--- src/hw/rtl/rmsod_pkg.sv ---
// ----------------------------------------------------------------------------
// rmsod_pkg
// shared constants and types of the rms energy onset detector
// ----------------------------------------------------------------------------
package rmsod_pkg;

	localparam int FRAME_SAMPLES = 256;
	localparam int MAX_ONSETS    = 16;

	localparam int SAMPLE_W = 16;
	localparam int MAG_W    = 16;
	localparam int SQ_W     = 2 * MAG_W;
	localparam int FILL_W   = $clog2(FRAME_SAMPLES + 1);
	// a square is at most 2^30, so a frame sum stays below 2^(30+FILL_W)
	localparam int SUM_W    = 30 + FILL_W;
	localparam int QUO_W    = 31;
	localparam int RMS_W    = 16;
	localparam int POS_W    = 24;
	localparam int CNT_W    = 7;
	localparam int THR_W    = 16;
	localparam int DIV_CNT_W  = $clog2(SUM_W);
	localparam int ROOT_IDX_W = $clog2(RMS_W);

	localparam int CFG_IDX_W  = 1;
	localparam int CFG_DATA_W = 24;

	localparam logic [POS_W-1:0] POS_MAX = {POS_W{1'b1}};

	// register indexes of the configuration port
	localparam logic [CFG_IDX_W-1:0] REG_RISE_THRESHOLD = 1'd0;
	localparam logic [CFG_IDX_W-1:0] REG_ONSET_GAP      = 1'd1;

	localparam logic [THR_W-1:0] RISE_THRESHOLD_RST = 16'd3277;
	localparam logic [POS_W-1:0] ONSET_GAP_RST      = 24'd2400;

	// result kinds
	localparam logic KIND_ONSET = 1'b0;
	localparam logic KIND_END   = 1'b1;

	typedef struct packed {
		logic [THR_W-1:0] rise_threshold;
		logic [POS_W-1:0] onset_gap;
	} rmsod_cfg_t;

	// one job from the front to the back
	typedef struct packed {
		logic             first;   // first sample of a clip: onset at 0
		logic             eval;    // a frame is complete
		logic             last;    // clip ends with this frame
		logic [SUM_W-1:0]  sum;
		logic [FILL_W-1:0] fill;
		logic [POS_W-1:0]  start;
	} rmsod_job_t;

endpackage

--- src/hw/rtl/rmsod_front.sv ---
// ----------------------------------------------------------------------------
// rmsod_front
// takes samples, accumulates frame energy and posts frame jobs
// ----------------------------------------------------------------------------
module rmsod_front (
	input  logic                          clk,
	input  logic                          arst_n,
	input  logic                          in_valid,
	output logic                          in_ready,
	input  logic [rmsod_pkg::SAMPLE_W-1:0] in_sample,
	input  logic                          in_last,
	input  logic                          q_full,
	output logic                          q_push,
	output rmsod_pkg::rmsod_job_t         q_job
);
	import rmsod_pkg::*;

	logic [SUM_W-1:0]  sum_q;
	logic [FILL_W-1:0] fill_q;
	logic [POS_W-1:0]  pos_q;
	logic [POS_W-1:0]  start_q;

	logic              accept;
	logic              first;
	logic              frame_end;
	logic [MAG_W-1:0]  mag;
	logic [SQ_W-1:0]   sq;
	logic [SUM_W-1:0]  sum_new;
	logic [FILL_W-1:0] fill_new;
	logic [POS_W-1:0]  start_now;

	assign in_ready = !q_full;
	assign accept   = in_valid && in_ready;

	always_comb begin
		mag       = in_sample[SAMPLE_W-1] ? MAG_W'(~in_sample + 1'b1) : MAG_W'(in_sample);
		sq        = mag * mag;
		sum_new   = sum_q + SUM_W'(sq);
		fill_new  = fill_q + 1'b1;
		first     = (pos_q == '0) && (fill_q == '0);
		start_now = (fill_q == '0) ? pos_q : start_q;
		frame_end = (fill_new == FILL_W'(FRAME_SAMPLES)) || in_last;
	end

	assign q_push      = accept && (first || frame_end);
	assign q_job.first = first;
	assign q_job.eval  = frame_end;
	assign q_job.last  = in_last;
	assign q_job.sum   = sum_new;
	assign q_job.fill  = fill_new;
	assign q_job.start = start_now;

	always_ff @(posedge clk or negedge arst_n) begin
		if (!arst_n) begin
			sum_q   <= '0;
			fill_q  <= '0;
			pos_q   <= '0;
			start_q <= '0;
		end else if (accept) begin
			start_q <= start_now;
			if (in_last) begin
				sum_q  <= '0;
				fill_q <= '0;
				pos_q  <= '0;
			end else begin
				if (frame_end) begin
					sum_q  <= '0;
					fill_q <= '0;
				end else begin
					sum_q  <= sum_new;
					fill_q <= fill_new;
				end
				// position saturates at its top value
				if (pos_q != POS_MAX) pos_q <= pos_q + 1'b1;
			end
		end
	end

endmodule

--- src/hw/rtl/rmsod_queue.sv ---
// ----------------------------------------------------------------------------
// rmsod_queue
// two-entry job queue between the front and the back
// ----------------------------------------------------------------------------
module rmsod_queue (
	input  logic                  clk,
	input  logic                  arst_n,
	input  logic                  push,
	input  rmsod_pkg::rmsod_job_t push_job,
	output logic                  full,
	input  logic                  pop,
	output logic                  avail,
	output rmsod_pkg::rmsod_job_t pop_job
);
	import rmsod_pkg::*;

	rmsod_job_t  entry_q [2];
	logic        wr_ptr_q;
	logic        rd_ptr_q;
	logic [1:0]  count_q;

	assign full    = (count_q == 2'd2);
	assign avail   = (count_q != 2'd0);
	assign pop_job = entry_q[rd_ptr_q];

	always_ff @(posedge clk) begin
		if (push) entry_q[wr_ptr_q] <= push_job;
	end

	always_ff @(posedge clk or negedge arst_n) begin
		if (!arst_n) begin
			wr_ptr_q <= 1'b0;
			rd_ptr_q <= 1'b0;
			count_q  <= 2'd0;
		end else begin
			if (push) wr_ptr_q <= !wr_ptr_q;
			if (pop)  rd_ptr_q <= !rd_ptr_q;
			case ({push, pop})
				2'b10:   count_q <= count_q + 2'd1;
				2'b01:   count_q <= count_q - 2'd1;
				default: count_q <= count_q;
			endcase
		end
	end

endmodule

--- src/hw/rtl/rmsod_back.sv ---
// ----------------------------------------------------------------------------
// rmsod_back
// per-frame mean, square root, onset decision and result register
// ----------------------------------------------------------------------------
module rmsod_back (
	input  logic                  clk,
	input  logic                  arst_n,
	input  rmsod_pkg::rmsod_cfg_t cfg,
	input  logic                  q_avail,
	input  rmsod_pkg::rmsod_job_t q_job,
	output logic                  q_pop,
	output logic                  m_tvalid,
	input  logic                  m_tready,
	output logic [31:0]           m_tdata,
	output logic                  m_tuser
);
	import rmsod_pkg::*;

	localparam logic [2:0] ST_IDLE  = 3'd0;
	localparam logic [2:0] ST_FIRST = 3'd1;
	localparam logic [2:0] ST_DIV   = 3'd2;
	localparam logic [2:0] ST_ROOT  = 3'd3;
	localparam logic [2:0] ST_CHECK = 3'd4;
	localparam logic [2:0] ST_ONSET = 3'd5;
	localparam logic [2:0] ST_END   = 3'd6;

	logic [2:0]            state_q;
	rmsod_job_t            job_q;
	logic [SUM_W-1:0]      div_num_q;
	logic [FILL_W-1:0]     div_rem_q;
	logic [DIV_CNT_W-1:0]  div_cnt_q;
	logic [RMS_W-1:0]      root_q;
	logic [ROOT_IDX_W-1:0] root_idx_q;
	logic [RMS_W-1:0]      rms_last_q;
	logic [POS_W-1:0]      last_onset_q;
	logic [CNT_W-1:0]      count_q;
	logic                  closed_q;

	logic                  m_valid_q;
	logic                  m_kind_q;
	logic [POS_W-1:0]      m_pos_q;
	logic [CNT_W-1:0]      m_total_q;

	logic                  slot_free;
	logic                  emit;
	logic                  e_kind;
	logic [POS_W-1:0]      e_pos;
	logic [CNT_W-1:0]      e_total;

	logic [FILL_W:0]       div_trial;
	logic                  div_ge;
	logic [FILL_W-1:0]     div_rem_next;
	logic [RMS_W-1:0]      root_trial;
	logic [2*RMS_W-1:0]    root_sq;
	logic [RMS_W-1:0]      rise;
	logic                  fire;
	logic                  at_limit;

	assign slot_free = !m_valid_q || m_tready;
	assign m_tvalid  = m_valid_q;
	assign m_tuser   = m_kind_q;
	assign m_tdata   = {1'b0, m_total_q, m_pos_q};

	// one quotient bit a cycle
	always_comb begin
		div_trial    = {div_rem_q, div_num_q[SUM_W-1]};
		div_ge       = div_trial >= {1'b0, job_q.fill};
		div_rem_next = div_ge ? FILL_W'(div_trial - {1'b0, job_q.fill}) : FILL_W'(div_trial);
	end

	// one root bit a cycle, quotient held in the low bits of div_num_q
	always_comb begin
		root_trial             = root_q;
		root_trial[root_idx_q] = 1'b1;
		root_sq                = root_trial * root_trial;
	end

	always_comb begin
		rise     = (root_q > rms_last_q) ? root_q - rms_last_q : '0;
		fire     = (job_q.start != '0) && (job_q.start != POS_MAX)
		        && (rise > cfg.rise_threshold)
		        && ((job_q.start - last_onset_q) >= cfg.onset_gap);
		at_limit = count_q >= CNT_W'(MAX_ONSETS);
	end

	always_comb begin
		emit    = 1'b0;
		e_kind  = KIND_ONSET;
		e_pos   = '0;
		e_total = count_q;
		unique case (state_q)
			ST_FIRST: begin
				emit    = 1'b1;
				e_total = CNT_W'(1);
			end
			ST_ONSET: begin
				emit  = 1'b1;
				e_pos = job_q.start;
			end
			ST_END: begin
				emit   = 1'b1;
				e_kind = KIND_END;
			end
			default: emit = 1'b0;
		endcase
	end

	assign q_pop = (state_q == ST_IDLE) && q_avail;

	always_ff @(posedge clk) begin
		if (slot_free && emit) begin
			m_kind_q  <= e_kind;
			m_pos_q   <= e_pos;
			m_total_q <= e_total;
		end
	end

	always_ff @(posedge clk or negedge arst_n) begin
		if (!arst_n) begin
			m_valid_q <= 1'b0;
		end else if (slot_free) begin
			m_valid_q <= emit;
		end
	end

	always_ff @(posedge clk) begin
		unique case (state_q)
			ST_IDLE: begin
				if (q_pop) begin
					job_q      <= q_job;
					div_num_q  <= q_job.sum;
					div_rem_q  <= '0;
					div_cnt_q  <= DIV_CNT_W'(SUM_W - 1);
				end
			end
			ST_DIV: begin
				div_num_q <= {div_num_q[SUM_W-2:0], div_ge};
				div_rem_q <= div_rem_next;
				div_cnt_q <= div_cnt_q - 1'b1;
				if (div_cnt_q == '0) begin
					root_q     <= '0;
					root_idx_q <= ROOT_IDX_W'(RMS_W - 1);
				end
			end
			ST_ROOT: begin
				if (root_sq <= (2*RMS_W)'(div_num_q[QUO_W-1:0])) root_q <= root_trial;
				root_idx_q <= root_idx_q - 1'b1;
			end
			default: ;
		endcase
	end

	always_ff @(posedge clk or negedge arst_n) begin
		if (!arst_n) begin
			state_q      <= ST_IDLE;
			rms_last_q   <= '0;
			last_onset_q <= '0;
			count_q      <= '0;
			closed_q     <= 1'b0;
		end else begin
			unique case (state_q)
				ST_IDLE: begin
					if (q_pop) begin
						if (closed_q) begin
							// list full: drop jobs until the clip ends
							if (q_job.last) begin
								closed_q     <= 1'b0;
								count_q      <= '0;
								rms_last_q   <= '0;
								last_onset_q <= '0;
							end
						end else begin
							state_q <= q_job.first ? ST_FIRST : ST_DIV;
						end
					end
				end
				ST_FIRST: begin
					if (slot_free) begin
						count_q <= CNT_W'(1);
						state_q <= job_q.eval ? ST_DIV : ST_IDLE;
					end
				end
				ST_DIV: begin
					if (div_cnt_q == '0) state_q <= ST_ROOT;
				end
				ST_ROOT: begin
					if (root_idx_q == '0) state_q <= ST_CHECK;
				end
				ST_CHECK: begin
					rms_last_q <= root_q;
					if (fire) begin
						count_q      <= count_q + 1'b1;
						last_onset_q <= job_q.start;
						state_q      <= ST_ONSET;
					end else begin
						state_q <= job_q.last ? ST_END : ST_IDLE;
					end
				end
				ST_ONSET: begin
					if (slot_free) begin
						if (at_limit) begin
							closed_q <= 1'b1;
							state_q  <= ST_END;
						end else begin
							state_q <= job_q.last ? ST_END : ST_IDLE;
						end
					end
				end
				ST_END: begin
					if (slot_free) begin
						if (job_q.last) begin
							closed_q     <= 1'b0;
							count_q      <= '0;
							rms_last_q   <= '0;
							last_onset_q <= '0;
						end
						state_q <= ST_IDLE;
					end
				end
				default: state_q <= ST_IDLE;
			endcase
		end
	end

endmodule

--- src/hw/rtl/rms_energy_onset_detector.sv ---
// ----------------------------------------------------------------------------
// rms_energy_onset_detector
// energy-based onset detection over a streamed audio clip
// ----------------------------------------------------------------------------
// usage: samples (signed q1.15) enter on the s_ channel, s_tlast on a clip's
// final sample. results leave on the m_ channel: m_tuser 0 is an onset at
// m_tdata[23:0] with the running total in m_tdata[30:24], m_tuser 1 closes
// the onset list. the first sample always yields an onset at position 0.
// the cfg channel writes rise_threshold (index 0) and the minimum onset
// spacing in samples (index 1); cfg_ready is always high, and writes belong
// between clips.
// throughput: one sample per cycle into the front accumulator. the back end
// then works through each frame: one quotient bit per cycle in the divider,
// then one root bit per cycle. a two-job queue lets the front keep
// accumulating meanwhile; the front stalls only when both queue entries are
// taken. a job is registered in the queue and in the back end, and its
// result in the result register before it leaves.
// reset: all clip state cleared, registers back to 3277 and 2400.
// when the receiver stalls, the result register holds, the back end waits,
// and the queue then fills and stalls the input.
// ----------------------------------------------------------------------------
module rms_energy_onset_detector (
	input  logic                             clk,
	input  logic                             arst_n,
	input  logic                             s_tvalid,
	output logic                             s_tready,
	input  logic [15:0]                      s_tdata,   // [15:0] sample_value
	input  logic                             s_tlast,   // last_sample
	output logic                             m_tvalid,
	input  logic                             m_tready,
	output logic [31:0]                      m_tdata,   // [23:0] onset_position, [30:24] onset_total
	output logic                             m_tuser,   // [0] result_kind
	input  logic                             cfg_valid,
	output logic                             cfg_ready,
	input  logic [rmsod_pkg::CFG_IDX_W-1:0]  cfg_index,
	input  logic [rmsod_pkg::CFG_DATA_W-1:0] cfg_data
);
	import rmsod_pkg::*;

	rmsod_cfg_t cfg_q;
	logic       q_push;
	logic       q_full;
	logic       q_pop;
	logic       q_avail;
	rmsod_job_t push_job;
	rmsod_job_t pop_job;

	assign cfg_ready = 1'b1;

	// configuration registers
	always_ff @(posedge clk or negedge arst_n) begin
		if (!arst_n) begin
			cfg_q.rise_threshold <= RISE_THRESHOLD_RST;
			cfg_q.onset_gap      <= ONSET_GAP_RST;
		end else if (cfg_valid && cfg_ready) begin
			unique case (cfg_index)
				REG_RISE_THRESHOLD: cfg_q.rise_threshold <= cfg_data[THR_W-1:0];
				REG_ONSET_GAP:      cfg_q.onset_gap      <= cfg_data[POS_W-1:0];
				default: ;
			endcase
		end
	end

	// front: squares and sums samples, posts a job per frame or clip start
	rmsod_front u_front (
		.clk       (clk),
		.arst_n    (arst_n),
		.in_valid  (s_tvalid),
		.in_ready  (s_tready),
		.in_sample (s_tdata[SAMPLE_W-1:0]),
		.in_last   (s_tlast),
		.q_full    (q_full),
		.q_push    (q_push),
		.q_job     (push_job)
	);

	// decouples sample intake from the per-frame arithmetic
	rmsod_queue u_queue (
		.clk      (clk),
		.arst_n   (arst_n),
		.push     (q_push),
		.push_job (push_job),
		.full     (q_full),
		.pop      (q_pop),
		.avail    (q_avail),
		.pop_job  (pop_job)
	);

	// back: mean square, root, onset rules, result register
	rmsod_back u_back (
		.clk      (clk),
		.arst_n   (arst_n),
		.cfg      (cfg_q),
		.q_avail  (q_avail),
		.q_job    (pop_job),
		.q_pop    (q_pop),
		.m_tvalid (m_tvalid),
		.m_tready (m_tready),
		.m_tdata  (m_tdata),
		.m_tuser  (m_tuser)
	);

endmodule

--- config.mk ---
export PLATFORM = sky130hd
export DESIGN_NAME = rms_energy_onset_detector
export DESIGN_NICKNAME = d
export VERILOG_FILES = /design/src/hw/rtl/rmsod_pkg.sv /design/src/hw/rtl/rmsod_front.sv /design/src/hw/rtl/rmsod_queue.sv /design/src/hw/rtl/rmsod_back.sv /design/src/hw/rtl/rms_energy_onset_detector.sv
export SDC_FILE = /design/constraint.sdc
export NUM_CORES = 2
export LEC_CHECK = 0
export BUFFER_PORTS_ARGS = -buffer_cell sky130_fd_sc_hd__buf_2
export CORE_MARGIN = 4
export CORE_UTILIZATION = 64
export CTS_BUF_LIST = sky130_fd_sc_hd__clkbuf_8
export DETAILED_ROUTE_END_ITERATION = 16
export GPL_ROUTABILITY_DRIVEN = 0
export PLACE_DENSITY_LB_ADDON = 0.3
export SLEW_MARGIN = 0
export SYNTH_ARGS = -nofsm -noshare
export SYNTH_HDL_FRONTEND = slang
export SYNTH_HIERARCHICAL = 1
export SYNTH_SLANG_ARGS = --single-unit
export TNS_END_PERCENT = 50
--- constraint.sdc ---
create_clock -name clk -period 15.6 [get_ports clk]
set_input_delay 3.12 -clock clk [delete_from_list [all_inputs] [get_ports clk]]
set_output_delay 3.12 -clock clk [all_outputs]
set_load 0.01 [all_outputs]
==> reports/results.ini <==
[global_routing]
global_route.usage.met3_pct=5.078
grt.overflow.total=0
grt_usage_pct=26.26
use_met1_pct=37.86
grt.met2_usage_pct=40.98
grt_pass1_wl_mm=142.3
grt.busiest_layer=met2
grt_pass1_vias=27978
pin_count_of_the_biggest_net_entering_global_routing=82
grt_antenna_before_repair=2

[worst_setup_path]
startpoint_type=primary input
critical_path.max_stage_delay_ns=0.77
ff2ff_path_depth=33
worst-endpoint-required_ns=16.11
cp_slowest_cell=sky130_fd_sc_hd__xor2_1
crit_arrival_ns=11.28
reg2reg_setup_slack_ns=5.93
crit_path_frequent_cell=sky130_fd_sc_hd__fa_1
regToRegStartpoint=u_back/root_idx_q[3]
reg_to_reg_endpoint=u_back/root_q[0]
setup.worst_path.class=in2reg
timing.critical_path.to_type=register
timing.critical_path.fanout_max=11

[drt]
drc=0
detail-route-antenna-nets=0
wl_mm=85.22
drt_first_pass_iters=6
via_count=27250
post_drt_via_cell_ratio=5.617
route.detailed.wl_per_inst_um=17.57
drt-initial-drc-count=2078

[floorplanning]
fp-row-count=91
die_width_um=257.1
pin_count=83
floorplan.initialDensity_pct=64.46
fp.dieArea_um2=66090
die-height_um=257.1
floorplan.core_area_um2=61600

[min_path]
whs_path_depth=2
hold_path_end=u_front/start_q[23]
holdCritPathClass=reg2reg
timing.hold.worst.start=u_front/start_q[23]

[sta]
final-hold-violation-count=0
final.setup.tns_ns=0
part_of_the_cycle_the_worst_path_needs_pct=69.05
min_period_ns=10.77
fin_worst_hold_slack_ns=0.4751
timing_max_transition_violations_final=0
worst_clock_skew_ns=0.07775
slew_headroom_pct=19.56
max_freq_ghz=0.09283
tightestPinTransition_ns=1.206
grt_setup_unrepaired=no
final_setup_violations=0

[cts]
cts-htree-levels=3
post-cts-setup-buffers=0
ctsHoldBuffers=0
source_to_sink_clock_delay_at_the_later_pin_of_the_worst_skew_pair_ns=0.70
clkTransAtPathRegs_ns=0.07
clock_sinks=483
clockBufferDepth=3
cts-buffers-inserted=78
ctsResizeCount=0
cts_tree=yes
cts_root_buffer=sky130_fd_sc_hd__clkbuf_8

[synthesis]
post-synth-top-area-fraction_pct=22.01
synth_most_common_cell=sky130_fd_sc_hd__inv_1
synthFlopType=sky130_fd_sc_hd__edfxtp_1
synth-edff-count=291
share_of_the_yosys_chip_area_belonging_to_registers_pct=34.14
synth.avg_cell_area_um2=10.27
ys.warnings.count=6
netlist_top_cells_area=sky130_fd_sc_hd__edfxtp_1, sky130_fd_sc_hd__fa_1, sky130_fd_sc_hd__dfrtp_1, sky130_fd_sc_hd__ha_1, sky130_fd_sc_hd__inv_1
post_synth_instance_area_um2=39710
async_reset_ff_share_pct=39.75
synth_seq_cells=483
ys_types=94
synth_area_leader_cell=sky130_fd_sc_hd__edfxtp_1
synth.cells.most_frequent=sky130_fd_sc_hd__inv_1, sky130_fd_sc_hd__nand2_1, sky130_fd_sc_hd__fa_1
postSynthCellCount=3865

[cells_and_area]
area.growth.synth_to_final_pct=7.144
instances_no_fill=4851
fin_nets=4688
final_util_pct=69.07
final-seq-area_um2=13560
final_layout_size_suffix_gt1_share_pct=10.64
n_fill_cell=4503
multi_input_area_um2=22760

[placement]
place.port_buffers=80
detailed_place_hpwl_mm=64.46
placed_cells=4703

[run_status]
outcome=finished, final reports clean

[flow_run]
max-cap-violations=0

## per-stage QoR
stage,area (um2),worst slack (ns)
after floorplan,39740,5.304
after global placement,40870,4.491
after detailed placement,40870,4.279
after CTS,42540,4.982
after global routing,42540,4.460
final,42540,4.828
## logic make-up (layout without fill, tap and decap cells)
logic type      count (synthesis)  in the layout  share of synthesized area, %
xor+xnor                      163            163                         3.633
flops                         483            483                         34.14
mux                           144            144                         4.723
compound gates                539            539                         9.182
buf+inv                       882           1020                         8.694
other cells                     4             15                       0.03780
simple gates                  954            954                         10.87
fa+ha+maj                     696            696                         28.71
## cell usage in the layout, fill, tap and decap left out, types with 11 or more instances in the layout
master	count
sky130_fd_sc_hd__nor2_1	255
sky130_fd_sc_hd__xnor2_1	97
sky130_fd_sc_hd__o31ai_1	14
sky130_fd_sc_hd__nand3_1	32
sky130_fd_sc_hd__or3_1	11
sky130_fd_sc_hd__a211oi_1	17
sky130_fd_sc_hd__a31oi_1	22
sky130_fd_sc_hd__dfstp_2	11
sky130_fd_sc_hd__mux2_2	67
sky130_fd_sc_hd__a21oi_1	125
sky130_fd_sc_hd__mux2_4	70
sky130_fd_sc_hd__inv_1	768
sky130_fd_sc_hd__clkbuf_8	86
sky130_fd_sc_hd__buf_2	79
sky130_fd_sc_hd__a21o_1	68
sky130_fd_sc_hd__a22o_1	55
sky130_fd_sc_hd__xor2_1	64
sky130_fd_sc_hd__o211ai_1	12
sky130_fd_sc_hd__nand2_1	406
sky130_fd_sc_hd__nor2b_1	29
sky130_fd_sc_hd__fa_1	359
sky130_fd_sc_hd__clkinv_1	21
sky130_fd_sc_hd__dfrtp_1	180
sky130_fd_sc_hd__o21a_1	19
sky130_fd_sc_hd__o21bai_1	17
sky130_fd_sc_hd__conb_1	13
sky130_fd_sc_hd__buf_4	31
sky130_fd_sc_hd__nor3_1	35
sky130_fd_sc_hd__edfxtp_1	291
sky130_fd_sc_hd__nor4_1	20
sky130_fd_sc_hd__ha_1	336
sky130_fd_sc_hd__o21ai_0	116
sky130_fd_sc_hd__nand2b_1	25
sky130_fd_sc_hd__o22ai_1	14
sky130_fd_sc_hd__and3_1	39
sky130_fd_sc_hd__clkinv_2	16
sky130_fd_sc_hd__nand4_1	43
## cell type report
class	count	share of cell area (%)
antenna	2	0.01176
clock buffer	85	2.750
clock inverter	61	1.162
inverter	763	6.732
multi-input combinational	2509	53.50
sequential	483	31.87
tap	837	2.462
timing repair buffer	111	1.509
## worst max path at each step
stage | start | to | depth (start not counted)
2_1_floorplan | s_tdata[0] | u_front/sum_q[37] | 30
3_3_place_gp | s_tdata[0] | u_front/sum_q[37] | 30
3_5_place_dp | s_tdata[0] | u_front/sum_q[37] | 29
4_1_cts | s_tdata[0] | u_front/sum_q[37] | 30
5_1_grt | s_tdata[0] | u_front/sum_q[37] | 29
6_report | s_tdata[0] | u_front/sum_q[37] | 29
## critical path: cells and delay by family
kind / cells / cell delay (ns)
xor gates and xnor gates: 1 / 0.77
adders and majority gates: 8 / 3.58
AOI/OAI and AO/OA: 5 / 1.18
and+or+nand+nor: 9 / 2.02
buffers and inverters: 6 / 0.62
## flip-flops by register name, indices dropped and copies added (netlist names), 16 cells and up
signal,flops
u_back/rms_last_q,16
u_back/root_q,16
u_front/sum_q,39
u_back/div_num_q,39
u_back/last_onset_q,24
u_front/start_q,24
u_queue/entry_q,150
u_back/job_q,35
u_front/pos_q,24
cfg_q,40
u_back/m_pos_q,24
## metal layers
metal	share of wire [%]	vias to the layer above
li1	-	12833
met1	44	13242
met2	45	996
met3	7.7	179
met4	2.8	0
met5	0	-
Power is not shown: default switching activity piles up to over one toggle a cycle in this logic, so the estimate is an artifact.
